<file path="src/rtp_jitter_slot_tracker_assert.svh">
// Assertion shorthands shared by the tracker's modules.
// Each expects a clock i_clk and an active-low reset i_rst_n in scope.
`ifndef RTP_JITTER_SLOT_TRACKER_ASSERT_SVH
`define RTP_JITTER_SLOT_TRACKER_ASSERT_SVH

// Same-cycle implication.
`define RJST_ASSERT_IMP(label, ante, cons) \
    label: assert property (@(posedge i_clk) disable iff (!i_rst_n) (ante) |-> (cons)) \
        else $error("rtp jitter slot tracker: assertion failed");

// Next-cycle implication.
`define RJST_ASSERT_NXT(label, ante, cons) \
    label: assert property (@(posedge i_clk) disable iff (!i_rst_n) (ante) |=> (cons)) \
        else $error("rtp jitter slot tracker: assertion failed");

`endif

</file>
<file path="src/rjst_pkg.sv">
package rjst_pkg;

    // Default sizing of the slot table.
    localparam int SLOT_COUNT_DEF  = 64;
    localparam int MAX_PAYLOAD_DEF = 4000;

    // Fixed field widths.
    localparam int CMD_W  = 2;
    localparam int SEQ_W  = 16;
    localparam int LEN_W  = 12;
    localparam int SLOT_W = 6;
    localparam int LOSS_W = 32;

    // Command codes; the remaining code changes no tracker state but is still answered, as a miss.
    typedef enum logic [CMD_W-1:0] {
        CMD_INSERT = 2'd0,
        CMD_POP    = 2'd1,
        CMD_PEEK   = 2'd2
    } t_cmd;

    // Controller states.
    typedef enum logic [2:0] {
        ST_CLR,
        ST_IDLE,
        ST_MUL,
        ST_LOOK,
        ST_EVAL
    } t_state;

    // Commands from the controller to the datapath.
    typedef struct packed {
        logic clr_en;
        logic load_en;
        logic mul_en;
        logic look_en;
        logic eval_en;
    } t_ctrl;

    // Status from the datapath to the controller.
    typedef struct packed {
        logic clr_done;
        logic out_busy;
    } t_stat;

endpackage

</file>
<file path="src/rjst_if.sv">
// Command channel: one transaction per command.
interface rjst_in_if;
    import rjst_pkg::*;

    logic             valid;
    logic             ready;
    logic [CMD_W-1:0] cmd;
    logic [SEQ_W-1:0] seq_number;
    logic [LEN_W-1:0] payload_length;

    modport source (output valid, output cmd, output seq_number, output payload_length,
                    input ready);
    modport sink   (input valid, input cmd, input seq_number, input payload_length,
                    output ready);
endinterface

// Result channel: one transaction per command.
interface rjst_out_if;
    import rjst_pkg::*;

    logic              valid;
    logic              ready;
    logic              hit;
    logic [SLOT_W-1:0] slot_index;
    logic [LEN_W-1:0]  found_length;
    logic [SEQ_W-1:0]  expected_next;
    logic [LOSS_W-1:0] loss_total;

    modport source (output valid, output hit, output slot_index, output found_length,
                    output expected_next, output loss_total, input ready);
    modport sink   (input valid, input hit, input slot_index, input found_length,
                    input expected_next, input loss_total, output ready);
endinterface

</file>
<file path="src/rjst_ctrl.sv">
`include "rtp_jitter_slot_tracker_assert.svh"

module rjst_ctrl (
    input  logic            i_clk,
    input  logic            i_rst_n,
    input  logic            i_in_valid,
    input  rjst_pkg::t_stat i_stat,
    output logic            o_in_ready,
    output rjst_pkg::t_ctrl o_ctrl
);
    import rjst_pkg::*;

    t_state r_state;
    t_state n_state;

    // State register.
    always_ff @(posedge i_clk) begin
        if (!i_rst_n) begin
            r_state <= ST_CLR;
        end else begin
            r_state <= n_state;
        end
    end

    // Next state: clear the valid marks, then one command at a time.
    always_comb begin
        n_state = r_state;
        case (r_state)
            ST_CLR: begin
                if (i_stat.clr_done) n_state = ST_IDLE;
            end
            ST_IDLE: begin
                if (i_in_valid) n_state = ST_MUL;
            end
            ST_MUL: begin
                n_state = ST_LOOK;
            end
            ST_LOOK: begin
                n_state = ST_EVAL;
            end
            ST_EVAL: begin
                if (!i_stat.out_busy) n_state = ST_IDLE;
            end
            default: begin
                n_state = ST_CLR;
            end
        endcase
    end

    // Outputs decoded from the state.
    always_comb begin
        o_in_ready     = 1'b0;
        o_ctrl         = '0;
        case (r_state)
            ST_CLR: begin
                o_ctrl.clr_en = 1'b1;
            end
            ST_IDLE: begin
                o_in_ready     = 1'b1;
                o_ctrl.load_en = i_in_valid;
            end
            ST_MUL: begin
                o_ctrl.mul_en = 1'b1;
            end
            ST_LOOK: begin
                o_ctrl.look_en = 1'b1;
            end
            ST_EVAL: begin
                o_ctrl.eval_en = !i_stat.out_busy;
            end
            default: begin
                o_ctrl = '0;
            end
        endcase
    end

    // A result is only written into a free output register.
    `RJST_ASSERT_IMP(a_eval_free, o_ctrl.eval_en, !i_stat.out_busy)
    // A finished command returns to idle.
    `RJST_ASSERT_NXT(a_eval_done, o_ctrl.eval_en, r_state == ST_IDLE)

endmodule

</file>
<file path="src/rjst_datapath.sv">
`include "rtp_jitter_slot_tracker_assert.svh"

module rjst_datapath #(
    parameter int SLOT_COUNT  = rjst_pkg::SLOT_COUNT_DEF,
    parameter int MAX_PAYLOAD = rjst_pkg::MAX_PAYLOAD_DEF
) (
    input  logic                          i_clk,
    input  logic                          i_rst_n,
    input  rjst_pkg::t_ctrl               i_ctrl,
    output rjst_pkg::t_stat               o_stat,
    input  logic [rjst_pkg::CMD_W-1:0]    i_cmd,
    input  logic [rjst_pkg::SEQ_W-1:0]    i_seq_number,
    input  logic [rjst_pkg::LEN_W-1:0]    i_payload_length,
    input  logic                          i_out_ready,
    output logic                          o_valid,
    output logic                          o_hit,
    output logic [rjst_pkg::SLOT_W-1:0]   o_slot_index,
    output logic [rjst_pkg::LEN_W-1:0]    o_found_length,
    output logic [rjst_pkg::SEQ_W-1:0]    o_expected_next,
    output logic [rjst_pkg::LOSS_W-1:0]   o_loss_total
);
    import rjst_pkg::*;

    localparam int SW = $clog2(SLOT_COUNT);
    localparam int CW = $clog2(SLOT_COUNT + 1);
    // Reciprocal of the slot count, scaled by 2^32 and rounded down.
    localparam logic [63:0] RECIP_WIDE = (64'd1 << 32) / SLOT_COUNT;
    localparam logic [31:0] RECIP      = RECIP_WIDE[31:0];
    localparam logic [LEN_W-1:0] LEN_MAX = LEN_W'(MAX_PAYLOAD);

    // Slot table memories.
    logic             r_vld_mem [SLOT_COUNT];
    logic [SEQ_W-1:0] r_tag_mem [SLOT_COUNT];
    logic [LEN_W-1:0] r_len_mem [SLOT_COUNT];

    // Command being worked on.
    logic [CMD_W-1:0] r_cmd;
    logic [SEQ_W-1:0] r_key;
    logic [LEN_W-1:0] r_len;
    logic [SEQ_W-1:0] r_quot;
    logic [SW-1:0]    r_slot;
    logic             r_rd_valid;
    logic [SEQ_W-1:0] r_rd_tag;
    logic [LEN_W-1:0] r_rd_len;

    // Tracker state.
    logic [SEQ_W-1:0]  r_exp_seq,     n_exp_seq;
    logic              r_started,     n_started;
    logic [CW-1:0]     r_valid_count, n_valid_count;
    logic [LOSS_W-1:0] r_loss,        n_loss;
    logic [SW-1:0]     r_clr_idx;

    // Output register.
    logic              r_out_valid;
    logic              r_out_hit;
    logic [SLOT_W-1:0] r_out_slot;
    logic [LEN_W-1:0]  r_out_len;
    logic [SEQ_W-1:0]  r_out_exp;
    logic [LOSS_W-1:0] r_out_loss;

    logic [47:0]       w_prod;
    logic [31:0]       w_qn;
    logic [31:0]       w_rem;
    logic [31:0]       w_rem_fix;
    logic [SW-1:0]     w_addr;
    logic              w_match;
    logic              w_vld_wr;
    logic              w_vld_data;
    logic              w_entry_wr;
    logic              w_res_hit;
    logic              w_res_slot_en;
    logic [15:0]       w_slot_wide;
    logic              w_clr_done;

    assign w_clr_done = (r_clr_idx == SW'(SLOT_COUNT - 1));
    assign o_stat.clr_done = w_clr_done;
    assign o_stat.out_busy = r_out_valid && !i_out_ready;

    // Clearing pass over the valid marks after reset.
    always_ff @(posedge i_clk) begin
        if (!i_rst_n) begin
            r_clr_idx <= '0;
        end else if (i_ctrl.clr_en && !w_clr_done) begin
            r_clr_idx <= r_clr_idx + SW'(1);
        end
    end

    // Take the command; a pop looks up the expected sequence number.
    always_ff @(posedge i_clk) begin
        if (i_ctrl.load_en) begin
            r_cmd <= i_cmd;
            r_key <= (i_cmd == CMD_POP) ? r_exp_seq : i_seq_number;
            r_len <= (i_payload_length > LEN_MAX) ? LEN_MAX : i_payload_length;
        end
    end

    // Quotient estimate by the scaled reciprocal; it is exact or one short.
    assign w_prod = 48'(r_key) * 48'(RECIP);

    always_ff @(posedge i_clk) begin
        if (i_ctrl.mul_en) begin
            r_quot <= w_prod[47:32];
        end
    end

    // Remainder with one correction gives the slot.
    assign w_qn      = 32'(r_quot) * 32'(SLOT_COUNT);
    assign w_rem     = 32'(r_key) - w_qn;
    assign w_rem_fix = (w_rem >= 32'(SLOT_COUNT)) ? w_rem - 32'(SLOT_COUNT) : w_rem;
    assign w_addr    = w_rem_fix[SW-1:0];

    always_ff @(posedge i_clk) begin
        if (i_ctrl.look_en) begin
            r_slot <= w_addr;
        end
    end

    // Valid marks: cleared by the sweep, read at lookup, written at evaluation.
    always_ff @(posedge i_clk) begin
        if (i_ctrl.clr_en) begin
            r_vld_mem[r_clr_idx] <= 1'b0;
        end else if (w_vld_wr) begin
            r_vld_mem[r_slot] <= w_vld_data;
        end
        if (i_ctrl.look_en) begin
            r_rd_valid <= r_vld_mem[w_addr];
        end
    end

    // Tags and lengths are written by insert only.
    always_ff @(posedge i_clk) begin
        if (w_entry_wr) begin
            r_tag_mem[r_slot] <= r_key;
            r_len_mem[r_slot] <= r_len;
        end
        if (i_ctrl.look_en) begin
            r_rd_tag <= r_tag_mem[w_addr];
            r_rd_len <= r_len_mem[w_addr];
        end
    end

    assign w_match = r_rd_valid && (r_rd_tag == r_key);

    // Evaluation of the command against the slot that was read.
    always_comb begin
        n_exp_seq     = r_exp_seq;
        n_started     = r_started;
        n_valid_count = r_valid_count;
        n_loss        = r_loss;
        w_vld_wr      = 1'b0;
        w_vld_data    = 1'b0;
        w_entry_wr    = 1'b0;
        w_res_hit     = 1'b0;
        w_res_slot_en = 1'b0;
        case (r_cmd)
            CMD_INSERT: begin
                if (!r_started) begin
                    n_exp_seq = r_key;
                    n_started = 1'b1;
                end
                if (!r_rd_valid) n_valid_count = r_valid_count + CW'(1);
                w_vld_wr      = i_ctrl.eval_en;
                w_vld_data    = 1'b1;
                w_entry_wr    = i_ctrl.eval_en;
                w_res_slot_en = 1'b1;
            end
            CMD_POP: begin
                if (r_started) begin
                    if (w_match) begin
                        w_res_hit     = 1'b1;
                        w_res_slot_en = 1'b1;
                        w_vld_wr      = i_ctrl.eval_en;
                        if (r_valid_count != '0) n_valid_count = r_valid_count - CW'(1);
                        n_exp_seq = r_exp_seq + SEQ_W'(1);
                    end else if (r_valid_count != '0) begin
                        if (r_loss != '1) n_loss = r_loss + LOSS_W'(1);
                        n_exp_seq = r_exp_seq + SEQ_W'(1);
                    end
                end
            end
            CMD_PEEK: begin
                w_res_hit     = w_match;
                w_res_slot_en = w_match;
            end
            default: begin
                w_res_hit = 1'b0;
            end
        endcase
    end

    // Tracker state update.
    always_ff @(posedge i_clk) begin
        if (!i_rst_n) begin
            r_exp_seq     <= '0;
            r_started     <= 1'b0;
            r_valid_count <= '0;
            r_loss        <= '0;
        end else if (i_ctrl.eval_en) begin
            r_exp_seq     <= n_exp_seq;
            r_started     <= n_started;
            r_valid_count <= n_valid_count;
            r_loss        <= n_loss;
        end
    end

    assign w_slot_wide = 16'(r_slot);

    // Result register, held until the transaction completes.
    always_ff @(posedge i_clk) begin
        if (!i_rst_n) begin
            r_out_valid <= 1'b0;
        end else if (i_ctrl.eval_en) begin
            r_out_valid <= 1'b1;
        end else if (i_out_ready) begin
            r_out_valid <= 1'b0;
        end
    end

    always_ff @(posedge i_clk) begin
        if (i_ctrl.eval_en) begin
            r_out_hit  <= w_res_hit;
            r_out_slot <= w_res_slot_en ? w_slot_wide[SLOT_W-1:0] : '0;
            r_out_len  <= w_res_hit ? r_rd_len : '0;
            r_out_exp  <= n_exp_seq;
            r_out_loss <= n_loss;
        end
    end

    assign o_valid         = r_out_valid;
    assign o_hit           = r_out_hit;
    assign o_slot_index    = r_out_slot;
    assign o_found_length  = r_out_len;
    assign o_expected_next = r_out_exp;
    assign o_loss_total    = r_out_loss;

    // The occupancy count never exceeds the table size.
    `RJST_ASSERT_IMP(a_count_max, 1'b1, r_valid_count <= CW'(SLOT_COUNT))
    // Every evaluated command leaves a result waiting.
    `RJST_ASSERT_NXT(a_result_up, i_ctrl.eval_en, r_out_valid)

endmodule

</file>
<file path="src/rtp_jitter_slot_tracker.sv">
// Slot bookkeeping for an RTP jitter buffer. Each packet lives in slot
// (sequence number mod SLOT_COUNT), which holds its tag, its clamped length
// and a valid mark; the payload itself sits in an external memory addressed
// by the slot index reported here. Commands are insert, pop of the expected
// packet and peek, each answered by exactly one result transaction. A command
// passes through these steps before the next is accepted: it is taken, the
// reciprocal multiply of the modulo runs, the remainder is formed and the
// slot table read, and the command is evaluated and written back. The single
// read and write port of the slot table and the modulo unit serve one command
// at a time. A result may wait in the output register; the next command can
// still be accepted, but its evaluation is held until the register is free.
// After reset a clearing pass resets the valid marks before the first command
// is accepted.
module rtp_jitter_slot_tracker #(
    parameter int SLOT_COUNT  = rjst_pkg::SLOT_COUNT_DEF,
    parameter int MAX_PAYLOAD = rjst_pkg::MAX_PAYLOAD_DEF
) (
    input  logic    i_clk,
    input  logic    i_rst_n,
    rjst_in_if.sink   i_pkt,
    rjst_out_if.source o_res
);
    import rjst_pkg::*;

    t_ctrl w_ctrl;
    t_stat w_stat;
    logic  w_in_ready;

    assign i_pkt.ready = w_in_ready;

    // Sequencing of each command.
    rjst_ctrl u_ctrl (
        .i_clk      (i_clk),
        .i_rst_n    (i_rst_n),
        .i_in_valid (i_pkt.valid),
        .i_stat     (w_stat),
        .o_in_ready (w_in_ready),
        .o_ctrl     (w_ctrl)
    );

    // Slot table, modulo unit and result register.
    rjst_datapath #(
        .SLOT_COUNT  (SLOT_COUNT),
        .MAX_PAYLOAD (MAX_PAYLOAD)
    ) u_datapath (
        .i_clk            (i_clk),
        .i_rst_n          (i_rst_n),
        .i_ctrl           (w_ctrl),
        .o_stat           (w_stat),
        .i_cmd            (i_pkt.cmd),
        .i_seq_number     (i_pkt.seq_number),
        .i_payload_length (i_pkt.payload_length),
        .i_out_ready      (o_res.ready),
        .o_valid          (o_res.valid),
        .o_hit            (o_res.hit),
        .o_slot_index     (o_res.slot_index),
        .o_found_length   (o_res.found_length),
        .o_expected_next  (o_res.expected_next),
        .o_loss_total     (o_res.loss_total)
    );

endmodule
</file>
<file path="src/flat_wrapper.sv">
// flat-port wrapper written by rule: the top's interface ports become plain ports
module rtp_jitter_slot_tracker_flat import rjst_pkg::*;
#(
    parameter int SLOT_COUNT  = rjst_pkg::SLOT_COUNT_DEF,
    parameter int MAX_PAYLOAD = rjst_pkg::MAX_PAYLOAD_DEF
)
  (i_clk, i_rst_n, i_pkt_valid, i_pkt_cmd, i_pkt_seq_number, i_pkt_payload_length, i_pkt_ready, o_res_valid, o_res_hit, o_res_slot_index, o_res_found_length, o_res_expected_next, o_res_loss_total, o_res_ready);
  rjst_in_if i_pkt_i ();
  rjst_out_if o_res_i ();
  input  logic i_clk;
  input  logic i_rst_n;
  input wire logic [$bits(i_pkt_i.valid)-1:0] i_pkt_valid;
  input wire logic [$bits(i_pkt_i.cmd)-1:0] i_pkt_cmd;
  input wire logic [$bits(i_pkt_i.seq_number)-1:0] i_pkt_seq_number;
  input wire logic [$bits(i_pkt_i.payload_length)-1:0] i_pkt_payload_length;
  output wire logic [$bits(i_pkt_i.ready)-1:0] i_pkt_ready;
  output wire logic [$bits(o_res_i.valid)-1:0] o_res_valid;
  output wire logic [$bits(o_res_i.hit)-1:0] o_res_hit;
  output wire logic [$bits(o_res_i.slot_index)-1:0] o_res_slot_index;
  output wire logic [$bits(o_res_i.found_length)-1:0] o_res_found_length;
  output wire logic [$bits(o_res_i.expected_next)-1:0] o_res_expected_next;
  output wire logic [$bits(o_res_i.loss_total)-1:0] o_res_loss_total;
  input wire logic [$bits(o_res_i.ready)-1:0] o_res_ready;
  assign i_pkt_i.valid = i_pkt_valid;
  assign i_pkt_i.cmd = i_pkt_cmd;
  assign i_pkt_i.seq_number = i_pkt_seq_number;
  assign i_pkt_i.payload_length = i_pkt_payload_length;
  assign i_pkt_ready = i_pkt_i.ready;
  assign o_res_valid = o_res_i.valid;
  assign o_res_hit = o_res_i.hit;
  assign o_res_slot_index = o_res_i.slot_index;
  assign o_res_found_length = o_res_i.found_length;
  assign o_res_expected_next = o_res_i.expected_next;
  assign o_res_loss_total = o_res_i.loss_total;
  assign o_res_i.ready = o_res_ready;
  rtp_jitter_slot_tracker #(.SLOT_COUNT(SLOT_COUNT), .MAX_PAYLOAD(MAX_PAYLOAD)) u_core (.i_clk(i_clk), .i_rst_n(i_rst_n), .i_pkt(i_pkt_i), .o_res(o_res_i));
endmodule
</file>
<file path="config.mk">
export PLATFORM = sky130hd
export DESIGN_NAME = rtp_jitter_slot_tracker_flat
export DESIGN_NICKNAME = d
export VERILOG_FILES = /design/src/rjst_pkg.sv /design/src/rjst_if.sv /design/src/rjst_ctrl.sv /design/src/rjst_datapath.sv /design/src/rtp_jitter_slot_tracker.sv /design/src/flat_wrapper.sv
export VERILOG_INCLUDE_DIRS = /design/src /design/src/src
export SDC_FILE = /design/constraint.sdc
export NUM_CORES = 2
export LEC_CHECK = 0
export BUFFER_PORTS_ARGS = -buffer_cell sky130_fd_sc_hd__buf_2
export CORE_UTILIZATION = 31
export CTS_BUF_LIST = sky130_fd_sc_hd__clkbuf_8
export CTS_CLUSTER_SIZE = 10
export DETAILED_ROUTE_END_ITERATION = 7
export SETUP_SLACK_MARGIN = 0.2
export SLEW_MARGIN = 20
export SYNTH_ARGS = -nofsm -noshare
export SYNTH_HDL_FRONTEND = slang
export SYNTH_HIERARCHICAL = 1
export SYNTH_SLANG_ARGS = --single-unit
</file>
<file path="constraint.sdc">
create_clock -name i_clk -period 9.14 [get_ports i_clk]
set_input_delay 1.371 -clock i_clk [delete_from_list [all_inputs] [get_ports i_clk]]
set_output_delay 1.371 -clock i_clk [all_outputs]
set_load 0.005 [all_outputs]
</file>
==> results.txt <==
# IOs -> 103
final max-slew violation count -> 0
Num CTS Buffers -> 348
All-Layer GR Usage -> 0.1515
Peak Freq -> 230.0 MHz
Post-Syn Area -> 80760 um2
initial antenna violation count -> 20
Hold Crit Class -> reg -> reg
WL/cell -> 26.06 um
P per Cell Area -> 188.8 nW/um2
Layout area overhead -> 14.05%
crit-path cells -> buf_12 > buf_12 > buf_4 > mux4_2 > mux4_2 > mux4_2
Buf/Inv on CP -> 3
Post-Route Utilization -> 0.3553
routed wire length -> 201900 um
Via Count -> 39706
IO Port Bufs -> 102
Worst Path Arrival -> 5.09 ns
most frequent cells in the layout -> edfxtp_1 (1988), mux4_2 (609), clkbuf_8 (354)
Vias/cell -> 5.127
Die Span X -> 512.4 um
Syn Area/Cell -> 21.66 um2
GPL Wtd Cong -> 0.8232
Layout fillers -> 23791
maximum VDD drop -> 0.1045 mV
min cycle time layout -> 4.349 ns
Post CTS Setup Buffer Count -> 0
clock root buffer -> clkbuf_8
Skew-Pair Late Insertion Delay -> 1.05 ns
status -> finished, violations left
delay of the slowest critical-path stage -> 0.78 ns
CP Class -> reg -> reg
Clock Skew -> 0.08598 ns
worst slew pin tran -> 1.177 ns
die area -> 262500 um2
syn nets -> 3775
unrepaired setup endpoints after global routing -> no
Power Total -> 17.39 mW
DRC errors left -> 1
chip height -> 512.4 um
post-route ant nets -> 0
Slowest cell on crit path -> buf_4
Iteration-0 DRC Markers -> 4542
area of the core -> 259200 um2
family with the most delay on the worst path -> buffers and inverters
Leak Pwr -> 28.30 nW
final setup fails -> 0
Rows -> 187
leading cell type in the layout, fill and taps excluded -> edfxtp_1
share of layout cells above drive strength 1 -> 0.3071
hold bufs inserted after CTS -> 0
CTS tree -> done
Rel. slew slack -> 0.2156
htree depth -> 5
Final Hold Fails -> 0
maximum capacitance violations -> 0
initial core utilization -> 0.3115
failing checks -> design-rule violations
CP max FO -> 137
setup TNS -> 0 ns
NumNets Final -> 4138
YS warnings -> 6
post-CTS resize count -> 0
grt total ovfl -> 0
largest net degree at the start of global routing -> 138
detailed placement HPWL -> 112900 um
most frequent CP cell -> mux4_2
WP data required -> 9.89 ns
final worst path period share -> 0.4758
clock sink count -> 2054
first-pass GRT wire length -> 289500 um
Mapped Cells -> 3728
crit end category -> flip-flop
Clock Path Buffers -> 4
crit start category -> flip-flop
DR pass1 iterations -> 8
vias in the first global route -> 40299
clk slew on worst S/H paths -> 0.06 ns
## worst reg2reg max path: stages (launching register included)
cell,delay [ns]
edfxtp_1,0.42
buf_12,0.42
buf_12,0.84
buf_4,0.83
mux4_2,0.52
mux4_2,0.59
mux4_2,0.47
## through the flow
step	setup slack, ns	hold WS [ns]	area (um2)	cells
4_1_cts	4.704	0.4777	91960	7728
3_3_place_gp	4.297	0.4920	86050	7137
3_5_place_dp	4.180	0.5034	86070	7138
5_1_grt	4.615	0.5157	92080	7736
2_1_floorplan	1.924	0.4641	80760	3728
6_report	4.791	0.5161	92100	7745
## path summary, 6_finish.rpt
path / slack (ns) / depth (start not counted) / endpoint / startpoint
worst max-delay path: 4.79 / 6 / u_core/u_datapath/r_rd_tag[11]$_DFFE_PP_ / u_core/u_datapath/r_key[1]$_DFFE_PP_
worst min-delay path: 0.52 / 2 / u_core/u_datapath/r_valid_count[5]$_SDFFE_PN0P_ / u_core/u_datapath/r_valid_count[5]$_SDFFE_PN0P_
worst max register to register: 4.79 / 6 / u_core/u_datapath/r_rd_tag[11]$_DFFE_PP_ / u_core/u_datapath/r_key[1]$_DFFE_PP_
worst min register to register: 0.52 / 2 / u_core/u_datapath/r_valid_count[5]$_SDFFE_PN0P_ / u_core/u_datapath/r_valid_count[5]$_SDFFE_PN0P_
## registers in the layout, summed over array words and instances (netlist names), 16 cells and up
| name | count |
|---|---|
| u_core/u_datapath/r_key | 16 |
| u_core/u_datapath/r_len_mem | 768 |
| u_core/u_datapath/o_expected_next | 16 |
| u_core/u_datapath/r_tag_mem | 1024 |
| u_core/u_datapath/r_exp_seq | 16 |
| u_core/u_datapath/r_rd_tag | 16 |
| u_core/u_datapath/r_vld_mem | 64 |
| u_core/u_datapath/r_loss | 32 |
| u_core/u_datapath/o_loss_total | 32 |
## routing by layer
layer / global-route usage / up-vias / part of all wire
li1: - / 16446 / -
met1: 0.2085 / 21209 / 0.42
met2: 0.2440 / 1705 / 0.48
met3: 0.03108 / 340 / 0.080
met4: 0.03932 / 6 / 0.022
met5: 0 / - / 0.00017
## area by class of cell
cell class | instances | area, um2 | area share
multi-input combinational | 1439 | 19210 | 0.2085
inverter | 21 | 78.83 | 0.0008558
clock inverter | 236 | 1023 | 0.01111
tap | 3402 | 4257 | 0.04621
clock buffer | 354 | 4872 | 0.05290
sequential | 2054 | 61020 | 0.6625
antenna | 12 | 30.03 | 0.0003260
timing repair buffer | 227 | 1617 | 0.01755
## power breakdown
part	leakage [nW]	switching, mW	internal [mW]
clock network	3.47	3.54	3.63
logic	6.48	0.0347	0.0167
registers	18.4	0.00270	10.2
total	28.3	3.58	13.8
No activity file was read; power rests on OpenSTA's default activity.
